===== src/hdl/spq_pkg.sv =====
// Shared types and codes of the stable priority queue.
package spq_pkg;

    // Operation codes of an input item.
    localparam logic OP_INSERT = 1'b0;
    localparam logic OP_SERVE  = 1'b1;

    // Result status codes.
    localparam logic [1:0] ST_INSERTED = 2'd0;
    localparam logic [1:0] ST_SERVED   = 2'd1;
    localparam logic [1:0] ST_FULL     = 2'd2;
    localparam logic [1:0] ST_EMPTY    = 2'd3;

    // Fixed field widths of the ports.
    localparam int TAG_PORT_W  = 16;
    localparam int PRIO_W      = 2;
    localparam int LEN_PORT_W  = 5;

    typedef struct packed {
        logic                  op;
        logic [TAG_PORT_W-1:0] entry_tag;
        logic [PRIO_W-1:0]     entry_priority;
    } t_in_item;

    typedef struct packed {
        logic [1:0]            status;
        logic [TAG_PORT_W-1:0] served_tag;
        logic [PRIO_W-1:0]     served_priority;
        logic [LEN_PORT_W-1:0] queue_length;
        logic [LEN_PORT_W-1:0] peak_length;
    } t_out_item;

    // Controller states.
    typedef enum logic [2:0] {
        S_IDLE,
        S_INS_RD,
        S_INS_CMP,
        S_SRV_RD,
        S_SRV_CMP,
        S_DONE
    } t_state;

    // Commands from the controller to the datapath.
    typedef struct packed {
        logic load;       // latch a new item and its early status
        logic rd_en;      // issue a slot read
        logic rd_tail;    // read slot j-1 instead of the head
        logic wr_new;     // write the new entry at slot j
        logic wr_move;    // write the slot just read at slot j
        logic step_down;  // j <= j - 1
        logic push;       // count up, track the peak
        logic pop;        // capture head, advance head, count down
        logic publish;    // load the output register
    } t_dp_cmd;

    // Status from the datapath to the controller.
    typedef struct packed {
        logic in_serve;   // item on the input is a serve
        logic full;
        logic empty;
        logic j_zero;     // insert walk has reached the head
        logic lower;      // slot read holds a lower priority than the new entry
    } t_dp_stat;

endpackage


===== src/hdl/spq_ram.sv =====
// Generic single-write, single-read RAM with a registered read port.
module spq_ram #(
    parameter int WIDTH = 18,
    parameter int DEPTH = 16
) (
    input  logic                     i_clk,
    input  logic                     i_wr_en,
    input  logic [$clog2(DEPTH)-1:0] i_wr_addr,
    input  logic [WIDTH-1:0]         i_wr_data,
    input  logic                     i_rd_en,
    input  logic [$clog2(DEPTH)-1:0] i_rd_addr,
    output logic [WIDTH-1:0]         o_rd_data
);

    logic [WIDTH-1:0] r_mem [DEPTH];
    logic [WIDTH-1:0] r_rd_data;

    // Write port.
    always_ff @(posedge i_clk) begin
        if (i_wr_en) begin
            r_mem[i_wr_addr] <= i_wr_data;
        end
    end

    // Registered read port.
    always_ff @(posedge i_clk) begin
        if (i_rd_en) begin
            r_rd_data <= r_mem[i_rd_addr];
        end
    end

    assign o_rd_data = r_rd_data;

endmodule


===== src/hdl/spq_ctrl.sv =====
// Controller state machine of the stable priority queue.
module spq_ctrl import spq_pkg::*; (
    input  logic     i_clk,
    input  logic     i_rst_n,
    input  logic     i_in_valid,
    output logic     o_in_stall,
    input  logic     i_out_stall,
    output logic     o_out_valid,
    output t_dp_cmd  o_cmd,
    input  t_dp_stat i_stat
);

    t_state r_state;
    t_state n_state;
    logic   r_out_valid;
    logic   n_out_valid;
    logic   out_free;

    // The output register can take a result when empty or being drained.
    assign out_free = !r_out_valid || !i_out_stall;

    // State and output valid registers.
    always_ff @(posedge i_clk) begin
        if (!i_rst_n) begin
            r_state     <= S_IDLE;
            r_out_valid <= 1'b0;
        end else begin
            r_state     <= n_state;
            r_out_valid <= n_out_valid;
        end
    end

    // Next state.
    always_comb begin
        n_state = r_state;
        unique case (r_state)
            S_IDLE: begin
                if (i_in_valid) begin
                    if (i_stat.in_serve) begin
                        n_state = i_stat.empty ? S_DONE : S_SRV_RD;
                    end else begin
                        n_state = i_stat.full ? S_DONE : S_INS_RD;
                    end
                end
            end
            S_INS_RD: begin
                n_state = i_stat.j_zero ? S_DONE : S_INS_CMP;
            end
            S_INS_CMP: begin
                n_state = i_stat.lower ? S_INS_RD : S_DONE;
            end
            S_SRV_RD: begin
                n_state = S_SRV_CMP;
            end
            S_SRV_CMP: begin
                n_state = S_DONE;
            end
            S_DONE: begin
                if (out_free) begin
                    n_state = S_IDLE;
                end
            end
            default: begin
                n_state = S_IDLE;
            end
        endcase
    end

    // Datapath commands.
    always_comb begin
        o_cmd = '0;
        unique case (r_state)
            S_IDLE: begin
                o_cmd.load = i_in_valid;
            end
            S_INS_RD: begin
                if (i_stat.j_zero) begin
                    o_cmd.wr_new = 1'b1;
                    o_cmd.push   = 1'b1;
                end else begin
                    o_cmd.rd_en   = 1'b1;
                    o_cmd.rd_tail = 1'b1;
                end
            end
            S_INS_CMP: begin
                if (i_stat.lower) begin
                    o_cmd.wr_move   = 1'b1;
                    o_cmd.step_down = 1'b1;
                end else begin
                    o_cmd.wr_new = 1'b1;
                    o_cmd.push   = 1'b1;
                end
            end
            S_SRV_RD: begin
                o_cmd.rd_en = 1'b1;
            end
            S_SRV_CMP: begin
                o_cmd.pop = 1'b1;
            end
            S_DONE: begin
                o_cmd.publish = out_free;
            end
            default: begin
                o_cmd = '0;
            end
        endcase
    end

    // Output valid and input stall.
    always_comb begin
        n_out_valid = o_cmd.publish || (r_out_valid && i_out_stall);
        o_in_stall  = (r_state != S_IDLE);
        o_out_valid = r_out_valid;
    end

endmodule


===== src/hdl/spq_dp.sv =====
// Datapath of the stable priority queue: slot RAM, pointers, counters and result registers.
module spq_dp import spq_pkg::*; #(
    parameter int DEPTH     = 16,
    parameter int TAG_WIDTH = 16,
    parameter int LEVELS    = 3
) (
    input  logic      i_clk,
    input  logic      i_rst_n,
    input  t_in_item  i_in_data,
    input  t_dp_cmd   i_cmd,
    output t_dp_stat  o_stat,
    output t_out_item o_out_data
);

    localparam int AW = $clog2(DEPTH);
    localparam int CW = $clog2(DEPTH + 1);
    localparam int EW = TAG_WIDTH + PRIO_W;

    logic [AW-1:0]        r_head;
    logic [CW-1:0]        r_count;
    logic [CW-1:0]        r_peak;
    logic [CW-1:0]        r_j;
    logic [TAG_WIDTH-1:0] r_tag;
    logic [PRIO_W-1:0]    r_prio;
    logic [1:0]           r_status;
    logic [TAG_WIDTH-1:0] r_stag;
    logic [PRIO_W-1:0]    r_sprio;
    t_out_item            r_out;

    logic [TAG_WIDTH+TAG_PORT_W-1:0]  tag_in_ext;
    logic [TAG_WIDTH-1:0]             tag_in;
    logic [PRIO_W-1:0]                prio_sat;
    logic [TAG_WIDTH+TAG_PORT_W-1:0]  stag_ext;
    logic [CW+LEN_PORT_W-1:0]         count_ext;
    logic [CW+LEN_PORT_W-1:0]         peak_ext;
    logic [CW-1:0]                    rd_logical;
    logic [CW:0]                      rd_sum;
    logic [CW:0]                      wr_sum;
    logic [AW-1:0]                    rd_addr;
    logic [AW-1:0]                    wr_addr;
    logic [EW-1:0]                    wr_data;
    logic [EW-1:0]                    rd_data;
    logic [CW-1:0]                    count_inc;
    logic [1:0]                       load_status;

    // Input tag kept to TAG_WIDTH bits, priority saturated to the top level.
    always_comb begin
        tag_in_ext = (TAG_WIDTH + TAG_PORT_W)'(i_in_data.entry_tag);
        tag_in     = tag_in_ext[TAG_WIDTH-1:0];
        if (int'(i_in_data.entry_priority) > LEVELS - 1) begin
            prio_sat = PRIO_W'(LEVELS - 1);
        end else begin
            prio_sat = i_in_data.entry_priority;
        end
    end

    // Queue status toward the controller.
    always_comb begin
        o_stat.in_serve = (i_in_data.op == OP_SERVE);
        o_stat.full     = (r_count == CW'(DEPTH));
        o_stat.empty    = (r_count == '0);
        o_stat.j_zero   = (r_j == '0);
        o_stat.lower    = (rd_data[PRIO_W-1:0] < r_prio);
    end

    // Early status of an item, known when it is taken.
    always_comb begin
        if (i_in_data.op == OP_SERVE) begin
            load_status = o_stat.empty ? ST_EMPTY : ST_SERVED;
        end else begin
            load_status = o_stat.full ? ST_FULL : ST_INSERTED;
        end
    end

    // Logical slot to physical address: slot 0 sits at the head of a ring.
    always_comb begin
        rd_logical = i_cmd.rd_tail ? (r_j - CW'(1)) : '0;
        rd_sum     = (CW + 1)'(r_head) + (CW + 1)'(rd_logical);
        wr_sum     = (CW + 1)'(r_head) + (CW + 1)'(r_j);
        if (rd_sum >= (CW + 1)'(DEPTH)) begin
            rd_sum = rd_sum - (CW + 1)'(DEPTH);
        end
        if (wr_sum >= (CW + 1)'(DEPTH)) begin
            wr_sum = wr_sum - (CW + 1)'(DEPTH);
        end
        rd_addr = rd_sum[AW-1:0];
        wr_addr = wr_sum[AW-1:0];
        wr_data = i_cmd.wr_new ? {r_tag, r_prio} : rd_data;
    end

    spq_ram #(
        .WIDTH (EW),
        .DEPTH (DEPTH)
    ) u_ram (
        .i_clk     (i_clk),
        .i_wr_en   (i_cmd.wr_new || i_cmd.wr_move),
        .i_wr_addr (wr_addr),
        .i_wr_data (wr_data),
        .i_rd_en   (i_cmd.rd_en),
        .i_rd_addr (rd_addr),
        .o_rd_data (rd_data)
    );

    assign count_inc = r_count + CW'(1);

    // Head, occupancy and peak.
    always_ff @(posedge i_clk) begin
        if (!i_rst_n) begin
            r_head  <= '0;
            r_count <= '0;
            r_peak  <= '0;
        end else begin
            if (i_cmd.push) begin
                r_count <= count_inc;
                if (count_inc > r_peak) begin
                    r_peak <= count_inc;
                end
            end else if (i_cmd.pop) begin
                r_count <= r_count - CW'(1);
                if (r_head == AW'(DEPTH - 1)) begin
                    r_head <= '0;
                end else begin
                    r_head <= r_head + AW'(1);
                end
            end
        end
    end

    // Item registers and the insert walk position.
    always_ff @(posedge i_clk) begin
        if (i_cmd.load) begin
            r_tag    <= tag_in;
            r_prio   <= prio_sat;
            r_status <= load_status;
            r_j      <= r_count;
            r_stag   <= '0;
            r_sprio  <= '0;
        end else begin
            if (i_cmd.step_down) begin
                r_j <= r_j - CW'(1);
            end
            if (i_cmd.pop) begin
                r_stag  <= rd_data[EW-1:PRIO_W];
                r_sprio <= rd_data[PRIO_W-1:0];
            end
        end
    end

    // Result fields folded to the port widths.
    always_comb begin
        stag_ext  = (TAG_WIDTH + TAG_PORT_W)'(r_stag);
        count_ext = (CW + LEN_PORT_W)'(r_count);
        peak_ext  = (CW + LEN_PORT_W)'(r_peak);
    end

    // Output register.
    always_ff @(posedge i_clk) begin
        if (i_cmd.publish) begin
            r_out.status          <= r_status;
            r_out.served_tag      <= stag_ext[TAG_PORT_W-1:0];
            r_out.served_priority <= r_sprio;
            r_out.queue_length    <= count_ext[LEN_PORT_W-1:0];
            r_out.peak_length     <= peak_ext[LEN_PORT_W-1:0];
        end
    end

    assign o_out_data = r_out;

endmodule


===== src/hdl/stable_priority_queue_core.sv =====
// Stable priority queue: up to DEPTH entries, served highest priority first and
// first in, first out within a priority level. Entries live in a ring buffer in one
// RAM with a registered read port; a serve advances the head, and an insert walks
// from the tail toward the head, moving each lower-priority entry one slot back
// until it finds the place of the new entry. One item is in work at a time. A
// serve reads the head slot and then captures it, a refused insert or a serve on
// an empty queue goes straight to its result, and an insert reads and compares
// each entry it passes in a read-then-write loop over the RAM, then writes the new
// entry behind the first entry it does not pass, or at the head. A result waits
// in an output register, so the next item is taken while the previous result is
// still stalled. No clearing pass is needed after reset.
module stable_priority_queue_core import spq_pkg::*; #(
    parameter int DEPTH     = 16,
    parameter int TAG_WIDTH = 16,
    parameter int LEVELS    = 3
) (
    input  logic      i_clk,
    input  logic      i_rst_n,
    input  logic      i_in_valid,
    output logic      o_in_stall,
    input  t_in_item  i_in_data,
    output logic      o_out_valid,
    input  logic      i_out_stall,
    output t_out_item o_out_data
);

    t_dp_cmd  cmd;
    t_dp_stat stat;

    spq_ctrl u_ctrl (
        .i_clk       (i_clk),
        .i_rst_n     (i_rst_n),
        .i_in_valid  (i_in_valid),
        .o_in_stall  (o_in_stall),
        .i_out_stall (i_out_stall),
        .o_out_valid (o_out_valid),
        .o_cmd       (cmd),
        .i_stat      (stat)
    );

    spq_dp #(
        .DEPTH     (DEPTH),
        .TAG_WIDTH (TAG_WIDTH),
        .LEVELS    (LEVELS)
    ) u_dp (
        .i_clk      (i_clk),
        .i_rst_n    (i_rst_n),
        .i_in_data  (i_in_data),
        .i_cmd      (cmd),
        .o_stat     (stat),
        .o_out_data (o_out_data)
    );

endmodule


===== config.mk =====
export PLATFORM = sky130hd
export DESIGN_NAME = stable_priority_queue_core
export DESIGN_NICKNAME = d
export VERILOG_FILES = /design/src/hdl/spq_pkg.sv /design/src/hdl/spq_ram.sv /design/src/hdl/spq_ctrl.sv /design/src/hdl/spq_dp.sv /design/src/hdl/stable_priority_queue_core.sv
export SDC_FILE = /design/constraint.sdc
export NUM_CORES = 1
export LEC_CHECK = 0
export ABC_AREA = 1
export BUFFER_PORTS_ARGS = -buffer_cell sky130_fd_sc_hd__buf_2
export CORE_MARGIN = 2
export CORE_UTILIZATION = 43
export DETAILED_ROUTE_END_ITERATION = 12
export PLACE_DENSITY = 0.61
export SETUP_SLACK_MARGIN = 0.4
export SLEW_MARGIN = 0
export SYNTH_ARGS = -nofsm -noshare
export SYNTH_HDL_FRONTEND = slang
export SYNTH_SLANG_ARGS = --single-unit

===== constraint.sdc =====
create_clock -name i_clk -period 3.7 [get_ports i_clk]
set_input_delay 0.555 -clock i_clk [delete_from_list [all_inputs] [get_ports i_clk]]
set_output_delay 0.555 -clock i_clk [all_outputs]
set_load 0.005 [all_outputs]

==> key figures <==
Status
  • Outcome: completed

Global routing
  • Pin count of the biggest net entering global routing: 145
  • Gr usage total: 20.30%
  • Initial antenna violation count: 2
  • GR Overflow Total: 0
  • Vias in the first global route: 10060
  • First-pass GRT wire length: 59610 um

Setup path
  • Worst Path Required: 3.97 ns
  • Critical Path Start Type: register
  • Max FO, Critical Path: 8
  • Crit Path Class: reg -> reg
  • Worst Path Arrival: 3.45 ns
  • CP Capture Type: register

Final layout
  • Multi-input gate area: 4202 um^2
  • # nets final: 1493
  • Area grow syn2layout: 15.61%
  • FF+latch area: 11560 um^2
  • Commonest non-fill, non-tap cells in the layout: edfxtp_1 (361), nor2_1 (245), nand2_1 (225), o21ai_0 (188), buf_2 (54)
  • Commonest non-fill, non-tap cell in the layout: edfxtp_1
  • Finished Core Util: 50.71%
  • Fill cells: 3140
  • Share of cells above drive strength 1: 14.41%

Floorplan
  • Chip width: 197.7 um
  • Die ar.: 39090 um^2
  • Die Ht: 197.7 um
  • Core Area: 36790 um^2
  • Number of core rows: 70
  • Starting Density: 43.87%
  • Ports: 55

Clock tree
  • Worst-skew pair later-pin latency: 0.53 ns
  • CTS buffer count: 40
  • H-tree Lvls: 2
  • CTS clk-pin slew, worst paths: 0.06 ns
  • Root Buffer: clkbuf_16
  • Total clock sinks: 397
  • Clock buffer depth: 3
  • CTS tree: yes

Route
  • Detailed Routing Iterations Pass 1: 5
  • # DRC: 0
  • Vias per cell: 5.484
  • Total wire length: 40230 um
  • Routed Antenna Nets: 0
  • 1st-iter DRT viols: 1229
  • Vias post-DR: 10680
  • Routed length per instance: 20.65 um

Placement
  • HPWL after detailed placement: 22250 um
  • I/O Buffers: 54
  • GP Congestion: 0.8106

STA
  • RSZ-0062 raised after global routing: false
  • Relative slew margins: 36.52%
  • Period utilization: 85.90%
  • Slew Limit Fails: 0
  • Layout Skew: 0.01958 ns
  • Min cycle time layout: 3.178 ns
  • Least-Margin Pin Slew: 0.9501 ns
  • FMAX: 0.3146 GHz
  • Endpoints failing setup: 0
  • Final TNS setup: 0 ns
  • Final Hold Vio Count: 0

Synthesis
  • Area contributors post-synth: edfxtp_1 (67%), nor2_1 (6.1%), o21ai_0 (5.9%)
  • Mapped cell area: 16140 um^2
  • Sequential-to-total area share from yosys stat: 71.64%
  • Top cell type's share of synthesized area: 67.18%
  • Synth Area per Inst: 11.75 um^2
  • Synth cell types: 34
  • Synthesis Warnings: 0
  • Leading area contributor after synthesis: edfxtp_1
  • Cell count after synthesis: 1373
  • #FFs+latches synth: 397
  • Syn nets: 1416

Job
  • Max cap viols: 0

Hold path
  • Hold WC Path Type: in -> reg

Power and ir drop
  • Static leakage: 6.700 nW
  • VDD IR max: 698.3 uV
  • PD cells: 951.5 nW/um^2
## state kept, by name, indices dropped and copies added, names as in the netlist, 5 cells and up
signal / cells
u_dp.o_out_data: 30
u_dp.r_count: 5
u_dp.r_j: 5
u_dp.r_peak: 5
u_dp.r_stag: 16
u_dp.r_tag: 16
u_dp.u_ram.o_rd_data: 18
u_dp.u_ram.r_mem: 288
## what timing repair did
action                     CTS  global route
setup buffers                3             3
hold endpoints to repair     0             0
gates resized for setup      5            11
setup endpoints to repair   12            18
gates cloned                 3             7
hold buffers                 0             0
pin swaps                    2             2
## cell usage after synthesis, drive strengths merged
master and count:
a21oi 31, a31oi 1, buf 36, clkbuf 32, dfxtp 36, edfxtp 361
fa 2, ha 18, inv 45, mux2 16, nand2 232, nand3 41
nand4 6, nor2 264, nor3 4, o21ai 233, or2 1, xnor2 5
xor2 9
## worst max-delay path: stages, from the launching register on
cell	delay (ns)
edfxtp_1	0.43
inv_2	0.09
ha_1	0.14
nand2_1	0.09
o21ai_4	0.18
buf_6	0.14
nor2_1	0.07
fa_4	0.87
buf_12	0.18
clkbuf_16	0.19
nor2_1	0.05
o21ai_0	0.06
o21ai_0	0.11
nand2_1	0.09
nand2_1	0.06
nand3_1	0.07
nand2_1	0.08
## power breakdown
part / internal (mW) / leakage (nW) / switching [mW] / total, mW
Clock: 2.05 / 0.593 / 1.64 / 3.69
Sequential: 6.29 / 3.57 / 0.369 / 6.66
Combinational: 2.45 / 2.54 / 4.94 / 7.40
## metrics by stage
step / hold WS, ns / instances / area, um^2 / worst slack [ns] / total power [mW]
finish: 0.1919 / 1948 / 18660 / 0.5218 / 17.75
global route: 0.1813 / 1948 / 18660 / 0.3871 / 18.83
CTS: 0.1826 / 1936 / 18430 / 0.4108 / 17.18
detailed placement: 0.4063 / 1860 / 17110 / 0.2657 / 13.09
global placement: 0.4046 / 1860 / 17110 / 0.3277 / 13.03
floorplan: 0.4003 / 1373 / 16140 / 0.8040 / 10.95
## metal layers
metal,track usage [%],vias up,routed length [um]
li1,-,4942,-
met1,28.53,5172,17130
met2,32.45,489,18420
met3,3.338,79,3651
met4,6.405,0,1036
met5,0,-,0
## cell type report
cell class	count	share of cell area, %
diodes	2	0.02683
clock buffers	44	5.446
clock inverters	26	0.8786
inverters	45	0.9121
multi-input cells	863	22.52
flip-flops and latches	397	61.97
well taps	468	3.139
repair buffers	103	5.104
## worst paths after layout
kind,start,slack (ns),end,cells past startpoint
worst max-delay path,u_dp.r_j[0]$_DFFE_PP_,0.52,u_dp.u_ram.o_rd_data[15]$_DFFE_PP_,16
worst min-delay path,i_in_data[3],0.19,u_dp.r_tag[1]$_DFFE_PP_,1
worst max register to register,u_dp.r_j[0]$_DFFE_PP_,0.52,u_dp.u_ram.o_rd_data[15]$_DFFE_PP_,16
worst min register to register,u_dp.r_status[1]$_DFFE_PP_,0.40,u_dp.o_out_data[29]$_DFFE_PP_,0
## logic make-up (layout without fill, tap and decap cells)
| kind of cell | Yosys count | after routing | synth area share [%] |
|---|---|---|---|
| adder cells (fa/ha/maj) | 20 | 20 | 1.644 |
| AO/OA/AOI/OAI | 265 | 265 | 8.250 |
| flip-flops | 397 | 397 | 71.64 |
| other | 0 | 2 | 0 |
| multiplexers | 16 | 16 | 1.117 |
| XOR/XNOR | 14 | 14 | 0.8530 |
| AND/OR/NAND/NOR | 548 | 548 | 13.52 |
| buffers and inverters | 113 | 218 | 2.970 |
No activity file was read; power rests on OpenSTA's default activity.
